$ cat src/hdl/los_pkg.sv
// los_pkg: types, constants and reset values shared by the lidar obstacle steering block.
// No dependencies.
`timescale 1ns / 1ps

package los_pkg;

    localparam int MAX_POINTS_DEF  = 64;
    localparam int QUEUE_DEPTH_DEF = 2;

    localparam int DIST_W  = 14;
    localparam int ANGLE_W = 9;
    localparam int TOTAL_W = 16;
    localparam int HITS_W  = 7;
    localparam int FWD_W   = 13;
    localparam int HALF_W  = 15;
    localparam int WHEEL_W = 16;
    localparam int CODE_W  = 2;
    localparam int ADDR_W  = 5;
    localparam int DATA_W  = 32;

    localparam logic [ANGLE_W-1:0] ANGLE_SPLIT = 9'd50;
    localparam logic [ANGLE_W:0]   FULL_TURN   = 10'd360;
    localparam logic [FWD_W-1:0]   FWD_CEILING = 13'd5117;

    localparam logic [CODE_W-1:0] POS_CLEAR = 2'd0;
    localparam logic [CODE_W-1:0] POS_RIGHT = 2'd1;
    localparam logic [CODE_W-1:0] POS_LEFT  = 2'd2;

    localparam logic [2:0] REG_HIT_RANGE    = 3'd0;
    localparam logic [2:0] REG_FORWARD_MAX  = 3'd1;
    localparam logic [2:0] REG_FORWARD_STEP = 3'd2;
    localparam logic [2:0] REG_TURN_RATE    = 3'd3;
    localparam logic [2:0] REG_WHEEL_TRACK  = 3'd4;
    localparam logic [2:0] REG_SPEED_LIMIT  = 3'd5;

    localparam logic [13:0] HIT_RANGE_RST    = 14'd255;
    localparam logic [11:0] FORWARD_MAX_RST  = 12'd983;
    localparam logic [9:0]  FORWARD_STEP_RST = 10'd41;
    localparam logic [13:0] TURN_RATE_RST    = 14'd3899;
    localparam logic [12:0] WHEEL_TRACK_RST  = 13'd819;
    localparam logic [14:0] SPEED_LIMIT_RST  = 15'd14336;

    typedef struct packed {
        logic [13:0] hit_range;
        logic [11:0] forward_max;
        logic [9:0]  forward_step;
        logic [13:0] turn_rate;
        logic [12:0] wheel_track;
        logic [14:0] speed_limit;
    } cfg_t;

    // one finished scan as handed from front to back
    typedef struct packed {
        logic hit;
        logic turn_left;
    } scan_sum_t;

endpackage

$ cat src/hdl/los_regs.sv
// los_regs: APB-style configuration register file.
// Depends on los_pkg.
`timescale 1ns / 1ps

module los_regs
(
    input  logic                      clk,
    input  logic                      rst_n,
    input  logic                      psel,
    input  logic                      penable,
    input  logic                      pwrite,
    input  logic [los_pkg::ADDR_W-1:0] paddr,
    input  logic [los_pkg::DATA_W-1:0] pwdata,
    output logic [los_pkg::DATA_W-1:0] prdata,
    output los_pkg::cfg_t             cfg
);
    import los_pkg::*;

    cfg_t       cfg_reg;
    logic [2:0] index;
    logic       wr_en;

    assign index = paddr[ADDR_W-1:2];
    assign wr_en = psel && penable && pwrite;
    assign cfg   = cfg_reg;

    always_ff @(posedge clk or negedge rst_n)
    begin
        if (!rst_n)
        begin
            cfg_reg.hit_range    <= HIT_RANGE_RST;
            cfg_reg.forward_max  <= FORWARD_MAX_RST;
            cfg_reg.forward_step <= FORWARD_STEP_RST;
            cfg_reg.turn_rate    <= TURN_RATE_RST;
            cfg_reg.wheel_track  <= WHEEL_TRACK_RST;
            cfg_reg.speed_limit  <= SPEED_LIMIT_RST;
        end
        else if (wr_en)
        begin
            case (index)
                REG_HIT_RANGE:    cfg_reg.hit_range    <= pwdata[13:0];
                REG_FORWARD_MAX:  cfg_reg.forward_max  <= pwdata[11:0];
                REG_FORWARD_STEP: cfg_reg.forward_step <= pwdata[9:0];
                REG_TURN_RATE:    cfg_reg.turn_rate    <= pwdata[13:0];
                REG_WHEEL_TRACK:  cfg_reg.wheel_track  <= pwdata[12:0];
                REG_SPEED_LIMIT:  cfg_reg.speed_limit  <= pwdata[14:0];
                default: ;
            endcase
        end
    end

    always_comb
    begin
        case (index)
            REG_HIT_RANGE:    prdata = {18'd0, cfg_reg.hit_range};
            REG_FORWARD_MAX:  prdata = {20'd0, cfg_reg.forward_max};
            REG_FORWARD_STEP: prdata = {22'd0, cfg_reg.forward_step};
            REG_TURN_RATE:    prdata = {18'd0, cfg_reg.turn_rate};
            REG_WHEEL_TRACK:  prdata = {19'd0, cfg_reg.wheel_track};
            REG_SPEED_LIMIT:  prdata = {17'd0, cfg_reg.speed_limit};
            default:          prdata = '0;
        endcase
    end

endmodule

$ cat src/hdl/los_front.sv
// los_front: accepts lidar points, classifies hits and accumulates angle sum and hit count.
// Emits one scan summary per last-of-scan point. Depends on los_pkg.
`timescale 1ns / 1ps

module los_front
#(
    parameter int MAX_POINTS = los_pkg::MAX_POINTS_DEF
)
(
    input  logic                        clk,
    input  logic                        rst_n,
    input  los_pkg::cfg_t               cfg,
    input  logic                        take,
    input  logic [los_pkg::DIST_W-1:0]  point_distance,
    input  logic [los_pkg::ANGLE_W-1:0] point_angle,
    input  logic                        scan_last,
    output logic                        sum_push,
    output los_pkg::scan_sum_t          sum_word
);
    import los_pkg::*;

    localparam int IW = $clog2(MAX_POINTS + 1);

    logic signed [TOTAL_W-1:0] total_reg, total_next;
    logic [HITS_W-1:0]         hits_reg, hits_next;
    logic [IW-1:0]             index_reg, index_next;

    logic                      counted;
    logic                      is_hit;
    logic signed [ANGLE_W:0]   addend;
    logic signed [TOTAL_W:0]   sum_wide;

    always_comb
    begin
        counted = index_reg < IW'(MAX_POINTS);
        is_hit  = counted && (point_distance != '0) &&
                  (point_distance < cfg.hit_range);
        if (point_angle < ANGLE_SPLIT)
            addend = $signed({1'b0, point_angle});
        else
            addend = $signed({1'b0, point_angle} - FULL_TURN);
        sum_wide = {total_reg[TOTAL_W-1], total_reg} +
                   {{(TOTAL_W-ANGLE_W){addend[ANGLE_W]}}, addend};

        total_next = total_reg;
        hits_next  = hits_reg;
        index_next = index_reg;
        if (counted)
            index_next = index_reg + 1'b1;
        if (is_hit)
        begin
            if (sum_wide > $signed({2'b00, {(TOTAL_W-1){1'b1}}}))
                total_next = {1'b0, {(TOTAL_W-1){1'b1}}};
            else if (sum_wide < $signed({2'b11, {(TOTAL_W-1){1'b0}}}))
                total_next = {1'b1, {(TOTAL_W-1){1'b0}}};
            else
                total_next = sum_wide[TOTAL_W-1:0];
            if (hits_reg != {HITS_W{1'b1}})
                hits_next = hits_reg + 1'b1;
        end

        sum_push           = take && scan_last;
        sum_word.hit       = hits_next != '0;
        sum_word.turn_left = total_next > 0;
    end

    always_ff @(posedge clk or negedge rst_n)
    begin
        if (!rst_n)
        begin
            total_reg <= '0;
            hits_reg  <= '0;
            index_reg <= '0;
        end
        else if (take)
        begin
            if (scan_last)
            begin
                total_reg <= '0;
                hits_reg  <= '0;
                index_reg <= '0;
            end
            else
            begin
                total_reg <= total_next;
                hits_reg  <= hits_next;
                index_reg <= index_next;
            end
        end
    end

endmodule

$ cat src/hdl/los_queue.sv
// los_queue: short first-in first-out queue of scan summaries between front and back.
// Depends on los_pkg.
`timescale 1ns / 1ps

module los_queue
#(
    parameter int DEPTH = los_pkg::QUEUE_DEPTH_DEF
)
(
    input  logic               clk,
    input  logic               rst_n,
    input  logic               push,
    input  los_pkg::scan_sum_t wdata,
    output logic               full,
    input  logic               pop,
    output logic               valid,
    output los_pkg::scan_sum_t rdata
);
    import los_pkg::*;

    localparam int PW = (DEPTH > 1) ? $clog2(DEPTH) : 1;
    localparam int CW = $clog2(DEPTH + 1);

    scan_sum_t     slot_reg [DEPTH];
    logic [PW-1:0] wr_ptr_reg, rd_ptr_reg;
    logic [CW-1:0] count_reg;
    logic          do_push, do_pop;

    assign full    = count_reg == CW'(DEPTH);
    assign valid   = count_reg != '0;
    assign rdata   = slot_reg[rd_ptr_reg];
    assign do_push = push && !full;
    assign do_pop  = pop && valid;

    always_ff @(posedge clk)
    begin
        if (do_push)
            slot_reg[wr_ptr_reg] <= wdata;
    end

    always_ff @(posedge clk or negedge rst_n)
    begin
        if (!rst_n)
        begin
            wr_ptr_reg <= '0;
            rd_ptr_reg <= '0;
            count_reg  <= '0;
        end
        else
        begin
            if (do_push)
                wr_ptr_reg <= (wr_ptr_reg == PW'(DEPTH - 1)) ? '0 : wr_ptr_reg + 1'b1;
            if (do_pop)
                rd_ptr_reg <= (rd_ptr_reg == PW'(DEPTH - 1)) ? '0 : rd_ptr_reg + 1'b1;
            if (do_push && !do_pop)
                count_reg <= count_reg + 1'b1;
            else if (do_pop && !do_push)
                count_reg <= count_reg - 1'b1;
        end
    end

endmodule

$ cat src/hdl/los_back.sv
// los_back: forward speed ramp, differential-drive kinematics, clamping and result register.
// Depends on los_pkg.
`timescale 1ns / 1ps

module los_back
(
    input  logic                         clk,
    input  logic                         rst_n,
    input  los_pkg::cfg_t                cfg,
    input  logic                         sum_valid,
    input  los_pkg::scan_sum_t           sum_word,
    output logic                         sum_pop,
    output logic                         empty,
    input  logic                         pop,
    output logic [los_pkg::CODE_W-1:0]   position_code,
    output logic signed [los_pkg::WHEEL_W-1:0] left_target,
    output logic signed [los_pkg::WHEEL_W-1:0] right_target,
    output logic [los_pkg::FWD_W-1:0]    forward_now
);
    import los_pkg::*;

    logic [FWD_W-1:0]          fwd_reg, fwd_next;
    logic [HALF_W-1:0]         half_reg;
    logic [27:0]               prod;
    logic                      out_valid_reg;
    logic [CODE_W-1:0]         code_reg, code_next;
    logic signed [WHEEL_W-1:0] left_reg, left_next;
    logic signed [WHEEL_W-1:0] right_reg, right_next;
    logic [FWD_W-1:0]          fwd_out_reg;

    logic                      take;
    logic signed [16:0]        fwd_s, half_s, lim_s, left_raw, right_raw;

    function automatic logic signed [WHEEL_W-1:0] clamp(
        input logic signed [16:0] v,
        input logic signed [16:0] lim
    );
        logic signed [16:0] r;
        if (v < -lim)
            r = -lim;
        else if (v > lim)
            r = lim;
        else
            r = v;
        return r[WHEEL_W-1:0];
    endfunction

    assign prod  = 28'(cfg.turn_rate) * 28'(cfg.wheel_track) + 28'd4096;
    assign take  = sum_valid && (!out_valid_reg || pop);
    assign sum_pop = take;
    assign empty = !out_valid_reg;

    always_comb
    begin
        if (!sum_word.hit)
        begin
            fwd_next  = (fwd_reg < {1'b0, cfg.forward_max}) ?
                        fwd_reg + FWD_W'(cfg.forward_step) : fwd_reg;
            code_next = POS_CLEAR;
        end
        else
        begin
            fwd_next  = '0;
            code_next = sum_word.turn_left ? POS_RIGHT : POS_LEFT;
        end
        fwd_s  = $signed({4'd0, fwd_next});
        half_s = $signed({2'd0, half_reg});
        lim_s  = $signed({2'd0, cfg.speed_limit});
        case (code_next)
            POS_RIGHT:
            begin
                left_raw  = fwd_s - half_s;
                right_raw = fwd_s + half_s;
            end
            POS_LEFT:
            begin
                left_raw  = fwd_s + half_s;
                right_raw = fwd_s - half_s;
            end
            default:
            begin
                left_raw  = fwd_s;
                right_raw = fwd_s;
            end
        endcase
        left_next  = clamp(left_raw, lim_s);
        right_next = clamp(right_raw, lim_s);
    end

    always_ff @(posedge clk or negedge rst_n)
    begin
        if (!rst_n)
        begin
            fwd_reg       <= '0;
            half_reg      <= '0;
            out_valid_reg <= 1'b0;
        end
        else
        begin
            half_reg <= prod[27:13];
            if (take)
            begin
                fwd_reg       <= fwd_next;
                out_valid_reg <= 1'b1;
            end
            else if (pop)
                out_valid_reg <= 1'b0;
        end
    end

    always_ff @(posedge clk)
    begin
        if (take)
        begin
            code_reg    <= code_next;
            left_reg    <= left_next;
            right_reg   <= right_next;
            fwd_out_reg <= fwd_next;
        end
    end

    assign position_code = code_reg;
    assign left_target   = left_reg;
    assign right_target  = right_reg;
    assign forward_now   = fwd_out_reg;

    a_fwd_bound: assert property (@(posedge clk) disable iff (!rst_n)
        fwd_reg <= FWD_CEILING)
        else $error("forward speed beyond ramp ceiling");

    a_clear_straight: assert property (@(posedge clk) disable iff (!rst_n)
        out_valid_reg && (code_reg == POS_CLEAR) |-> left_reg == right_reg)
        else $error("clear scan with unequal wheel targets");

    a_avoid_stops: assert property (@(posedge clk) disable iff (!rst_n)
        out_valid_reg && (code_reg != POS_CLEAR) |-> fwd_out_reg == '0)
        else $error("avoiding scan with nonzero forward speed");

    a_hold_word: assert property (@(posedge clk) disable iff (!rst_n)
        out_valid_reg && !pop |=> out_valid_reg && $stable(left_reg))
        else $error("waiting word lost or changed");

endmodule

$ cat src/hdl/lidar_obstacle_steering_top.sv
// Lidar obstacle steering top level: register file, front, summary queue and back.
// One point per cycle accepted unless full; a last-of-scan word is registered in the summary
// queue, then the back result register. Results sustain one per cycle while pop keeps up.
// Reset (rst_n low, asynchronous) clears sums, counts, speed and queues; registers to defaults.
// Depends on los_pkg, los_regs, los_front, los_queue, los_back.
`timescale 1ns / 1ps

module lidar_obstacle_steering_top
#(
    parameter int MAX_POINTS  = los_pkg::MAX_POINTS_DEF,
    parameter int QUEUE_DEPTH = los_pkg::QUEUE_DEPTH_DEF
)
(
    input  logic                          clk,
    input  logic                          rst_n,
    input  logic                          psel,
    input  logic                          penable,
    input  logic                          pwrite,
    input  logic [los_pkg::ADDR_W-1:0]    paddr,
    input  logic [los_pkg::DATA_W-1:0]    pwdata,
    output logic [los_pkg::DATA_W-1:0]    prdata,
    output logic                          pready,
    input  logic                          push,
    output logic                          full,
    input  logic [los_pkg::DIST_W-1:0]    point_distance,
    input  logic [los_pkg::ANGLE_W-1:0]   point_angle,
    input  logic                          scan_last,
    output logic                          empty,
    input  logic                          pop,
    output logic [los_pkg::CODE_W-1:0]    position_code,
    output logic signed [los_pkg::WHEEL_W-1:0] left_target,
    output logic signed [los_pkg::WHEEL_W-1:0] right_target,
    output logic [los_pkg::FWD_W-1:0]     forward_now
);
    import los_pkg::*;

    cfg_t      cfg;
    logic      take;
    logic      sum_push, sum_pop, sum_valid;
    scan_sum_t sum_in, sum_out;

    assign pready = 1'b1;
    assign take   = push && !full;

    los_regs u_regs
    (
        .clk     (clk),
        .rst_n   (rst_n),
        .psel    (psel),
        .penable (penable),
        .pwrite  (pwrite),
        .paddr   (paddr),
        .pwdata  (pwdata),
        .prdata  (prdata),
        .cfg     (cfg)
    );

    los_front #(.MAX_POINTS(MAX_POINTS)) u_front
    (
        .clk            (clk),
        .rst_n          (rst_n),
        .cfg            (cfg),
        .take           (take),
        .point_distance (point_distance),
        .point_angle    (point_angle),
        .scan_last      (scan_last),
        .sum_push       (sum_push),
        .sum_word       (sum_in)
    );

    los_queue #(.DEPTH(QUEUE_DEPTH)) u_queue
    (
        .clk   (clk),
        .rst_n (rst_n),
        .push  (sum_push),
        .wdata (sum_in),
        .full  (full),
        .pop   (sum_pop),
        .valid (sum_valid),
        .rdata (sum_out)
    );

    los_back u_back
    (
        .clk           (clk),
        .rst_n         (rst_n),
        .cfg           (cfg),
        .sum_valid     (sum_valid),
        .sum_word      (sum_out),
        .sum_pop       (sum_pop),
        .empty         (empty),
        .pop           (pop),
        .position_code (position_code),
        .left_target   (left_target),
        .right_target  (right_target),
        .forward_now   (forward_now)
    );

endmodule
$ cat config.mk
export PLATFORM = sky130hd
export DESIGN_NAME = lidar_obstacle_steering_top
export DESIGN_NICKNAME = d
export VERILOG_FILES = /design/src/hdl/los_pkg.sv /design/src/hdl/los_regs.sv /design/src/hdl/los_front.sv /design/src/hdl/los_queue.sv /design/src/hdl/los_back.sv /design/src/hdl/lidar_obstacle_steering_top.sv
export SDC_FILE = /design/constraint.sdc
export NUM_CORES = 1
export LEC_CHECK = 0
export BUFFER_PORTS_ARGS = -buffer_cell sky130_fd_sc_hd__buf_2
export CAP_MARGIN = 20
export CORE_ASPECT_RATIO = 0.9
export CORE_MARGIN = 2
export CORE_UTILIZATION = 49
export DETAILED_ROUTE_END_ITERATION = 10
export GPL_TIMING_DRIVEN = 1
export PLACE_DENSITY_LB_ADDON = 0.15
export SYNTH_ARGS = -nofsm -noshare
export SYNTH_HDL_FRONTEND = slang
export SYNTH_SLANG_ARGS = --single-unit
$ cat constraint.sdc
create_clock -name clk -period 8.17 [get_ports clk]
set_input_delay 1.634 -clock clk [delete_from_list [all_inputs] [get_ports clk]]
set_output_delay 1.634 -clock clk [all_outputs]
set_load 0.01 [all_outputs]
==> results.json, run 1 <==
{
  "power_leakage_uw": 0.0108,
  "dp.cells": 2812,
  "largest_register_ff_count": 78,
  "io_pins": 150,
  "drv_cap": 0,
  "routed-via-count": 16503,
  "ys.flop_type": "dfrtp_1",
  "timing.final.max_slew_violations": 0,
  "start_kind": "flop",
  "htree_levels": 4,
  "run_status": "finished clean",
  "dp_hpwl_um": 46900,
  "syn_avg_cell_area_um2": 9.18,
  "hp-class": "reg2reg",
  "clockBufferDepth": 2,
  "r2r_end": "u_back.left_target[13]$_DFFE_PP_",
  "antenna_found_initial": 5,
  "ys_warn_count": 0,
  "io_buffers": 112,
  "ir_worst_vdd_mv": 0.220,
  "slowest_stage": "a21oi_2",
  "ant_nets": 0,
  "area_growth_pct": 8.84,
  "coreArea_um2": 40700,
  "arrival_ps": 7810,
  "cp-endpoint": "u_back.left_target[13]$_DFFE_PP_",
  "drt-pass1-iter-count": 6,
  "row_count": 70,
  "ys_types": 88,
  "ctsResizeCount": 0,
  "wirelength_um": 59400,
  "cts-root-buf": "clkbuf_16",
  "m1WireLength_um": 27100,
  "reg2reg_from": "u_regs.cfg[42]$_DFFE_PN1P_",
  "mostFrequentLayoutCells": "nand2_1 (249), inv_1 (236), ha_1 (236)",
  "multi_input_area_um2": 13900,
  "synthCells": 2214,
  "grt_pass1_vias": 16172,
  "grt_max_degree": 80,
  "first_iter_violations": 1169,
  "cp-end-kind": "flop",
  "gp_congestion": 0.936,
  "setup_viol": 0,
  "ys_seq_area_share_pct": 25.1,
  "instances_no_fill": 2847,
  "finClkSkew_ps": 17.9,
  "cts_num_sinks": 192,
  "dieHeight_um": 197,
  "track_usage_pct": 28.2,
  "route.met2.wl_um": 26500,
  "critPathLaunch": "u_regs.cfg[42]$_DFFE_PN1P_",
  "worstSetupPathType": "reg2reg",
  "max_stage_delay_ps": 700,
  "fmax_mhz": 132,
  "cts_buffers": 17,
  "rsz0062_at_grt": "no",
  "final_common_cell": "nand2_1",
  "synthArstFlopShare_pct": 73.4,
  "drive_gt1_share_pct": 14.8,
  "initial_core_util_pct": 49.9,
  "cts_hold_buf": 0,
  "max_slew_margin_pct": 35.7,
  "r2r_setup_slack_ps": 580,
  "wl_met3_um": 4020,
  "tritoncts": "built",
  "grt_overflow_total": 0,
  "max_slew.worst_pin.slew_ps": 963,
  "n_fill_cell": 3751,
  "final.setup.tns_ps": 0,
  "synth-edff-count": 51,
  "drc": 0,
  "synth-seq-cells": 192,
  "post-cts-setup-buffers": 0,
  "nNetsFinal": 2732,
  "crit_fanout": 13,
  "grt_first_pass_wirelength_um": 91800,
  "clock_latency_ps": 480,
  "netlist_area_um2": 20300,
  "top_layer": "met5",
  "seq_area_um2": 5110,
  "layout_worst_path_cycle_share_pct": 92.9,
  "worstPathRequired_ps": 8390,
  "design.die.area_um2": 43100,
  "ff2ff_path_depth": 30,
  "drt-wirelength-per-cell_um": 20.9,
  "routed_via_density": 5.80,
  "hold_violations": 0,
  "clk_pin_slew_worst_paths_ps": 80,
  "die_x_um": 219,
  "powerDensity_nw_per_um2": 425,
  "min_period_ps": 7590
}
worst min-delay path by stage:
| stage | from | to | cells after the start | slack [ps] |
|---|---|---|---|---|
| 6_report | u_back.out_valid_reg$_DFFE_PN0P_ | u_back.out_valid_reg$_DFFE_PN0P_ | 2 | 500 |
| 3_3_place_gp | u_queue.wr_ptr_reg$_DFFE_PN0P_ | u_queue.wr_ptr_reg$_DFFE_PN0P_ | 1 | 470 |
| 5_1_grt | u_regs.cfg[57]$_DFFE_PN0P_ | u_regs.cfg[57]$_DFFE_PN0P_ | 1 | 520 |
| 3_5_place_dp | u_queue.wr_ptr_reg$_DFFE_PN0P_ | u_queue.wr_ptr_reg$_DFFE_PN0P_ | 1 | 490 |
| 4_1_cts | u_queue.wr_ptr_reg$_DFFE_PN0P_ | u_queue.wr_ptr_reg$_DFFE_PN0P_ | 1 | 500 |
| 2_1_floorplan | u_back.out_valid_reg$_DFFE_PN0P_ | u_back.out_valid_reg$_DFFE_PN0P_ | 2 | 460 |
metrics by stage:
step | setup slack [ps] | power (uW) | instance area (um2) | hold WS, ps | util (%)
3_3_place_gp | 864 | 8250 | 21400 | 475 | 52.6
6_report | 584 | 9400 | 22100 | 501 | 54.3
4_1_cts | 730 | 9360 | 22100 | 500 | 54.2
5_1_grt | 124 | 10200 | 22100 | 517 | 54.3
2_1_floorplan | 1450 | 6440 | 20400 | 460 | -
3_5_place_dp | 781 | 8350 | 21400 | 486 | 52.6
where the power goes:
part | switching (uW) | total, uW | internal [uW]
Clock | 428 | 942 | 514
Combinational | 3920 | 6630 | 2710
Sequential | 357 | 1830 | 1470
synthesized netlist by cell type (14+ instances only):
library cell / n / share of area [%]
nand2_1: 249 / 4.6
ha_1: 236 / 15
inv_1: 236 / 4.4
fa_1: 136 / 13
nor2_1: 114 / 2.1
o21ai_0: 108 / 2.7
dfrtp_1: 104 / 13
a21oi_1: 89 / 2.2
and2_1: 86 / 2.6
clkbuf_1: 80 / 1.5
mux2_2: 72 / 4.0
xnor2_1: 55 / 2.4
edfxtp_1: 51 / 7.5
a21o_1: 45 / 1.7
mux2i_1: 43 / 2.1
nor3_1: 39 / 0.96
dfstp_2: 37 / 4.8
nand3_1: 34 / 0.84
o21a_1: 24 / 0.89
a31oi_1: 23 / 0.71
nand2b_1: 21 / 0.65
nor2b_1: 21 / 0.65
o22ai_1: 21 / 0.65
xor2_1: 21 / 0.91
buf_4: 19 / 0.70
a211oi_1: 16 / 0.59
nand4_1: 15 / 0.46
a22oi_1: 14 / 0.52
o21ai_1: 14 / 0.34
per-layer routing:
| layer | global-route usage [%] | vias to the layer above |
|---|---|---|
| li1 | - | 7738 |
| met1 | 40.1 | 8058 |
| met2 | 43.6 | 602 |
| met3 | 4.68 | 101 |
| met4 | 9.65 | 4 |
| met5 | 0 | - |
logic make-up (layout without fill, tap and decap cells):
logic type	count (synthesis)	count (layout)	synth area share [%]
xor+xnor	76	76	3.28
compound gates	460	460	14.9
buf+inv	353	428	7.02
fa+ha+maj	379	379	28.3
mux	119	119	6.51
other cells	2	20	0.0370
flops	192	192	25.1
simple gates	633	633	14.8
final cells by class:
cell class              count  area share [%]
well taps                 540            3.06
diodes                      2          0.0226
inverters                 239            4.06
repair buffers            157            4.15
multi-input cells        1685            62.7
clock inverters            13           0.888
flip-flops and latches    192            23.1
clock buffers              19            2.05
critical path, delay by kind of cell (launching register included):
kind                       cells  cell delay, ps
AOI/OAI and AO/OA             13            3110
xor gates and xnor gates       2             290
adders and majority gates      4            1400
buffers and inverters          2             210
DFF                            1             550
muxes                          1             260
and+or+nand+nor                8            1500
No activity file was read; power rests on OpenSTA's default activity.
==> run 2: changes to the inputs <==
clock period = 7.8 ns   (was 8.17 ns; I/O delays follow)
==> results.json, run 2 (same netlist as run 1, synthesis figures left out) <==
{
  "grt_pass1_vias": 16278,
  "hp-start": "u_queue.wr_ptr_reg$_DFFE_PN0P_",
  "utilization_pct": 54.1,
  "power_switching_uw": 4920,
  "die_x_um": 219,
  "coreArea_um2": 40700,
  "grt_max_degree": 75,
  "hold_violations": 0,
  "clockBufferDepth": 2,
  "final_area_um2": 22000,
  "nNetsFinal": 2730,
  "initial_core_util_pct": 49.9,
  "io_buffers": 112,
  "routed_via_density": 5.85,
  "tritoncts": "built",
  "io_pins": 150,
  "ir_worst_vdd_mv": 0.287,
  "fmax_mhz": 135,
  "cts-root-buf": "clkbuf_16",
  "pwr-share-comb_pct": 71.2,
  "arrival_ps": 7600,
  "switching_share_pct": 50.7,
  "drt-wirelength-per-cell_um": 21.0,
  "max_slew_margin_pct": 34.0,
  "final_common_cell": "nand2_1",
  "run_status": "finished clean",
  "worstPathRequired_ps": 8010,
  "cp-endpoint": "u_back.left_target[13]$_DFFE_PP_",
  "start_kind": "flop",
  "track_usage_pct": 28.3,
  "cts_num_sinks": 192,
  "row_count": 70,
  "wirelength_um": 59600,
  "area_growth_pct": 8.44,
  "max_slew.worst_pin.slew_ps": 988,
  "min_period_ps": 7380,
  "htree_levels": 4,
  "grt_first_pass_wirelength_um": 93500,
  "first_iter_violations": 1103,
  "reg2reg_from": "u_regs.cfg[56]$_DFFE_PN1P_",
  "max_stage_delay_ps": 560,
  "gp_congestion": 0.943,
  "layout_worst_path_cycle_share_pct": 94.6,
  "hp-class": "reg2reg",
  "mostFrequentLayoutCells": "nand2_1 (249), inv_1 (236), ha_1 (235)",
  "finClkSkew_ps": 14.0,
  "dp.cells": 2811,
  "grt_overflow_total": 0,
  "worstSetupPathType": "reg2reg",
  "final.setup.tns_ps": 0,
  "drc": 0,
  "timing.final.max_slew_violations": 0,
  "cts_buffers": 17,
  "drt-pass1-iter-count": 5,
  "largest_register_ff_count": 78,
  "p_int_uw": 4790,
  "seqPwrFrac_pct": 19.9,
  "dieHeight_um": 197,
  "drv_cap": 0,
  "power_leakage_uw": 0.0108,
  "slowest_stage": "dfstp_2",
  "hold_ws_ps": 505,
  "dpl-instance-area_um2": 21400,
  "power_frac_clock_pct": 8.9,
  "dp_hpwl_um": 47000,
  "powerDensity_nw_per_um2": 441,
  "antenna_found_initial": 1,
  "crit_fanout": 13,
  "drive_gt1_share_pct": 15.0,
  "cp-end-kind": "flop",
  "clk_pin_slew_worst_paths_ps": 80,
  "ff2ff_path_depth": 28,
  "instances_no_fill": 2844,
  "ant_nets": 0,
  "design.die.area_um2": 43100,
  "min_delay_path_depth": 1,
  "routed-via-count": 16630,
  "r2r_end": "u_back.left_target[13]$_DFFE_PP_",
  "setup_viol": 0,
  "r2r_setup_slack_ps": 420,
  "critPathLaunch": "u_regs.cfg[56]$_DFFE_PN1P_",
  "clock_latency_ps": 470
}
[run 2: changes by cell type in the layout (fill, tap and decap cells not counted), moves of 2 or more]
cell,before,now
bufinv_16,3,0
clkinv_1,2,4
clkinv_4,1,3
nor2_1,113,109
nor2_2,1,4
[run 2: worst min-delay path by stage]
| stage | slack, ps | to |
|---|---|---|
| after detailed placement | 490 | u_back.out_valid_reg$_DFFE_PN0P_ |
| after floorplan | 460 | u_back.out_valid_reg$_DFFE_PN0P_ |
| final | 500 | u_queue.wr_ptr_reg$_DFFE_PN0P_ |
| after global placement | 470 | u_queue.wr_ptr_reg$_DFFE_PN0P_ |
| after CTS | 510 | u_back.out_valid_reg$_DFFE_PN0P_ |
| after global routing | 540 | u_queue.wr_ptr_reg$_DFFE_PN0P_ |
[run 2: repair_timing]
action	in CTS	in global routing
hold buffers	0	0
buffers inserted	0	0
setup endpoints to repair	0	30
resized for setup	0	13
[run 2: worst max-delay path: cells and delay by family (launching register included)]
family                     cells  cell delay, ps
AOI/OAI and AO/OA             16            3350
and+or+nand+nor                6            1790
adders and majority gates      3             990
DFF                            1             560
xor gates and xnor gates       1             230
muxes                          1             150
buffers and inverters          1              50
[run 2: metrics by stage]
| stage | setup WS [ps] | total power [uW] |
|---|---|---|
| floorplan | 1080 | 6750 |
| global placement | 408 | 8590 |
| detailed placement | 327 | 8700 |
| CTS | 293 | 9620 |
| global route | -9.03 | 10600 |
| finish | 417 | 9710 |
[run 2: area by class of cell]
cell class,count,area (um2)
fillers,3782,18700
multi-input cells,1685,13900
flip-flops and latches,192,5110
inverters,239,897
repair buffers,155,890
well taps,540,676
clock buffers,17,425
clock inverters,15,129
diodes,1,2.50
[run 2: metal layers]
metal	part of all wire (%)	global-route usage (%)	routed length, um
met1	47	41.1	27800
met2	45	44.6	27100
met3	6.1	4.00	3650
met4	1.8	6.70	1060
met5	0.015	0	9
[run 2: power by group through the flow]
stage          combinational (uW)  sequential (uW)  clock [uW]
2_1_floorplan                4940             1810           0
3_3_place_gp                 6650             1940           0
3_5_place_dp                 6750             1950           0
4_1_cts                      6820             1930         878
5_1_grt                      7730             1970         916
6_report                     6910             1940         865
